[config.mk]
export PLATFORM = sky130hd
export DESIGN_NAME = lbc_merge
export DESIGN_NICKNAME = d
export VERILOG_FILES = /design/src/sv/lbc_pkg.sv /design/src/sv/lbc_merge.sv
export SDC_FILE = /design/constraint.sdc
export NUM_CORES = 1
export LEC_CHECK = 0
export ABC_CLOCK_PERIOD_IN_PS = 16300
export CAP_MARGIN = 20
export CELL_PAD_IN_SITES_DETAIL_PLACEMENT = 1
export CELL_PAD_IN_SITES_GLOBAL_PLACEMENT = 1
export CORE_AREA = 5 5 320 322
export DETAILED_ROUTE_END_ITERATION = 16
export DIE_AREA = 0 0 325 327
export DONT_BUFFER_PORTS = 1
export HOLD_SLACK_MARGIN = 0.03
export PLACE_DENSITY_LB_ADDON = 0.3
export SLEW_MARGIN = 10
export SYNTH_ARGS = -nofsm -noshare
export SYNTH_HDL_FRONTEND = slang
export SYNTH_SLANG_ARGS = --single-unit
[constraint.sdc]
create_clock -name clk -period 16.3 [get_ports clk]
set_clock_uncertainty 0.15 [all_clocks]
set_input_delay 3.26 -clock clk [delete_from_list [all_inputs] [get_ports clk]]
set_output_delay 3.26 -clock clk [all_outputs]
set_load 0.05 [all_outputs]
[src/sv/lbc_pkg.sv]
// Shared constants and types for the line-box clipping block.
package lbc_pkg;

	localparam int FRAC_BITS = 16;
	localparam int DW = 32;
	localparam int DIFF_W = DW + 2;
	localparam int MAG_W = DW + 1;
	localparam int NUM_W = MAG_W + FRAC_BITS;
	localparam int LANE_LAT = NUM_W + 2;
	localparam int TOTAL_LAT = NUM_W + 6;
	localparam int NUM_REGS = 6;
	localparam int IDX_W = 3;

	typedef enum logic [1:0] {
		HIT_NONE  = 2'd0,
		HIT_POINT = 2'd1,
		HIT_SEG   = 2'd2
	} hit_t;

	typedef enum logic [IDX_W-1:0] {
		REG_X_MIN = 3'd0,
		REG_X_MAX = 3'd1,
		REG_Y_MIN = 3'd2,
		REG_Y_MAX = 3'd3,
		REG_Z_MIN = 3'd4,
		REG_Z_MAX = 3'd5
	} reg_idx_t;

	typedef struct packed {
		logic [2:0][DW-1:0] pos;
		logic [2:0][DW-1:0] dir;
		logic               su;
		logic               eu;
	} item_t;

	typedef struct packed {
		hit_t           kind;
		logic [DW-1:0]  tmin;
		logic [DW-1:0]  tmax;
		item_t          item;
	} clip_t;

endpackage

[src/sv/lbc_merge.sv]
// Merges the per-axis entry and exit parameters into one interval and a hit kind.
module lbc_merge
	import lbc_pkg::*;
(
	input  logic                  clk,
	input  logic [2:0][DW-1:0]    enter,
	input  logic [2:0][DW-1:0]    leave,
	input  logic [5:0][DW-1:0]    box,
	input  item_t                 item,
	output clip_t                 res
);

	logic signed [DW-1:0] tmin;
	logic signed [DW-1:0] tmax;
	logic                 minf;
	logic                 maxf;
	logic                 empty;
	hit_t                 kind;

	always_comb begin
		tmin  = '0;
		tmax  = DW'(64'd1 << FRAC_BITS);
		minf  = item.su;
		maxf  = item.eu;
		empty = 1'b0;
		for (int a = 0; a < 3; a++) begin
			if (!empty) begin
				if (item.dir[a] == '0) begin
					empty = ($signed(item.pos[a]) < $signed(box[2*a])) ||
						($signed(item.pos[a]) > $signed(box[2*a+1]));
				end else begin
					if (minf || ($signed(enter[a]) > tmin))
						tmin = $signed(enter[a]);
					if (maxf || ($signed(leave[a]) < tmax))
						tmax = $signed(leave[a]);
					minf  = 1'b0;
					maxf  = 1'b0;
					empty = tmax < tmin;
				end
			end
		end
		if (!empty && (minf || maxf))
			tmax = '0;
		if (empty)
			kind = HIT_NONE;
		else if (tmax == tmin)
			kind = HIT_POINT;
		else
			kind = HIT_SEG;
	end

	always_ff @(posedge clk) begin
		res.kind <= kind;
		res.tmin <= tmin;
		res.tmax <= tmax;
		res.item <= item;
	end

endmodule

==> flow_metrics.tcl <==
set metrics [dict create \
    run_status "complete, no violations" \
    tightestPinTransition_ns 1.05 \
    vias 20021 \
    grt_overflow_total 0 \
    fmax_ghz 0.0703 \
    cp.arrival_ns 14.49 \
    core_um2 99300 \
    numCtsBuffers 34 \
    fin_crit_ns 14.22 \
    die_area_um2 106000 \
    holdBufCountCts 0 \
    cts_buffer_depth 3 \
    finish.instance_area_um2 23500 \
    die_width_um 325 \
    final.setup.worst_slack_ns 2.08 \
    hold_class "in2reg" \
    antenna_found_initial 23 \
    synthDistinctLibCells 86 \
    ys.warnings.count 0 \
    fp.dieH_um 327 \
    placed_area_um2 22300 \
    timing.final.hold_violations 0 \
    ys_seq_elements 260 \
    routed_wl_um 129000 \
    setup_viol 0 \
    setup-tns-final_ns 0 \
    drive_above_1_share_pct 5.87 \
    cap_violations 0 \
    worstSetupPathType "in2reg" \
    area_delta_synth_final_pct 14.1 \
    cpPeakStageDelay_ns 0.76 \
    cp.buffers_inverters 4 \
    post-route-period-util_pct 87.2 \
    cts_root_buffer "clkbuf_16" \
    seq_area_frac_synth_pct 25.3 \
    portBuffers 0 \
    place_ws_ns 1.80 \
    rsz0062_at_grt "no" \
    cellPowerDensity_nw_per_um2 141 \
    ant_nets 0 \
    end_kind "flip-flop" \
    leakage_nw 11.0 \
    crit_required_ns 16.57 \
    synth_edf_count 0 \
    synth_ff_type "dfxtp_1" \
    slew_headroom_pct 28.3 \
    largest_register "res" \
    rows 116 \
    cts_resized 0 \
    cpMaxStageDelayCell "or4_4" \
    synthesis.nets 3452 \
    cp_top_family "simple AND/OR/NAND/NOR gates" \
    drt_iter0_drc 1544 \
    whs_ns 2.56 \
    htreeDepth 2 \
    cts_tree "yes" \
    first_pass_iters 5 \
    synth_area_um2 20600 \
    path_clk_slew_ns 0.07 \
    first_global_vias 20061 \
    synth-async-reset-ratio_pct 0 \
    utilization_pct 23.6 \
    viasPerCell 5.25 \
    num-nets-final 3466 \
    avgSynthCellArea_um2 8.34 \
    postSynthCellCount 2466 \
    grt_max_degree 52 \
    largest_reg_flops 260 \
    crit_path_frequent_cell "nand2_1" \
    gp_congestion 0.953 \
    critPathMaxFanout 46 \
    post_cts.repair.setup_buffers 0 \
    reg_top3 "res x260" \
    grt_pass1_wl_um 173000 \
    track_usage_pct 23.0 \
    drv_slew 0 \
    cts_sinks 260 \
    initial_core_util_pct 20.7 \
    vdd_drop_max_v 0.0000818 \
    fillers 11794 \
    cp-start-kind "input port" \
    drc 0 \
    wl_per_cell_um 33.9 \
    dp_hpwl_um 115000 \
    boundaryPins 839 \
]
routing by layer:
layer  vias to the layer above  global-route usage, %  share of wire (%)
met1                      9926                   28.8                 41
met5                         -                      0              0.032
met4                         6                   7.64                3.7
li1                       9020                      -                  -
met2                       897                   37.8                 46
met3                       172                   7.11                9.1
where the power goes:
part	internal [W]	total, W	switching, W
registers	0.000746	0.00119	0.000447
logic	0.000457	0.00132	0.000864
clock network	0.000467	0.000795	0.000328
total	0.00167	0.00331	0.00164
cell usage after synthesis (all sizes together), types with 24 or more instances:
library cell    n  area [um2]
nand2         230         863
a21o           76         571
a2bb2oi        38         333
clkbuf         38         143
ha            407        5090
a21oi         152         764
nand4          71         444
o21a           33         248
nand3          45         235
inv           299        1120
and2           50         313
o21ai         152         764
nor4           46         288
mux2i          36         364
nor3           27         151
dfxtp         260        5200
a22oi          24         180
nor2          103         389
cells by family after synthesis:
family,Yosys count,share of synthesized area (%)
mux,57,2.92
fa+ha+maj,407,24.8
simple gates,669,16.4
flops,260,25.3
xor+xnor,41,1.75
buf+inv,360,6.75
compound gates,672,22.1
area by class of cell:
class                   instances  area, um2  share of cell area [%]
multi-input cells            1846      14000                    59.7
inverters                     299       1120                    4.78
clock inverters                18        253                    1.08
diodes                         14       35.0                   0.149
flip-flops and latches        260       5200                    22.2
well taps                    1298       1620                    6.92
clock buffers                  43        906                    3.86
repair buffers                 39        317                    1.35
through the flow:
step / instances / total power, W
2_1_floorplan: 2466 / 0.00199
3_3_place_gp: 3740 / 0.00250
3_5_place_dp: 3741 / 0.00250
4_1_cts: 3802 / 0.00331
5_1_grt: 3803 / 0.00346
6_report: 3817 / 0.00331
cells in the final DEF, fill, tap and decap left out, types with 17 or more instances in the layout:
cell type and count:
a21o_1 76, nor2_1 101, buf_4 37, nand2_1 229, o21a_1 33, dfxtp_1 260
xor2_1 18, nor4_1 45, a211oi_1 21, nand3_1 42, a2bb2oi_1 38, nor3_1 25
a21oi_1 151, inv_1 299, and2_1 49, clkbuf_16 35, ha_1 407, a22oi_1 24
mux2i_1 35, nand4_1 71, o21ai_0 145, xnor2_1 23, nand2b_1 18, a31oi_1 17
mux2_2 21, nor2b_1 21
final timing paths:
check | start | end | depth (start not counted)
hold / removal | item[0] | res[0]$_DFF_P_ | 0
setup / recovery | item[26] | res[210]$_DFF_P_ | 36
No activity file was read; power rests on OpenSTA's default activity.
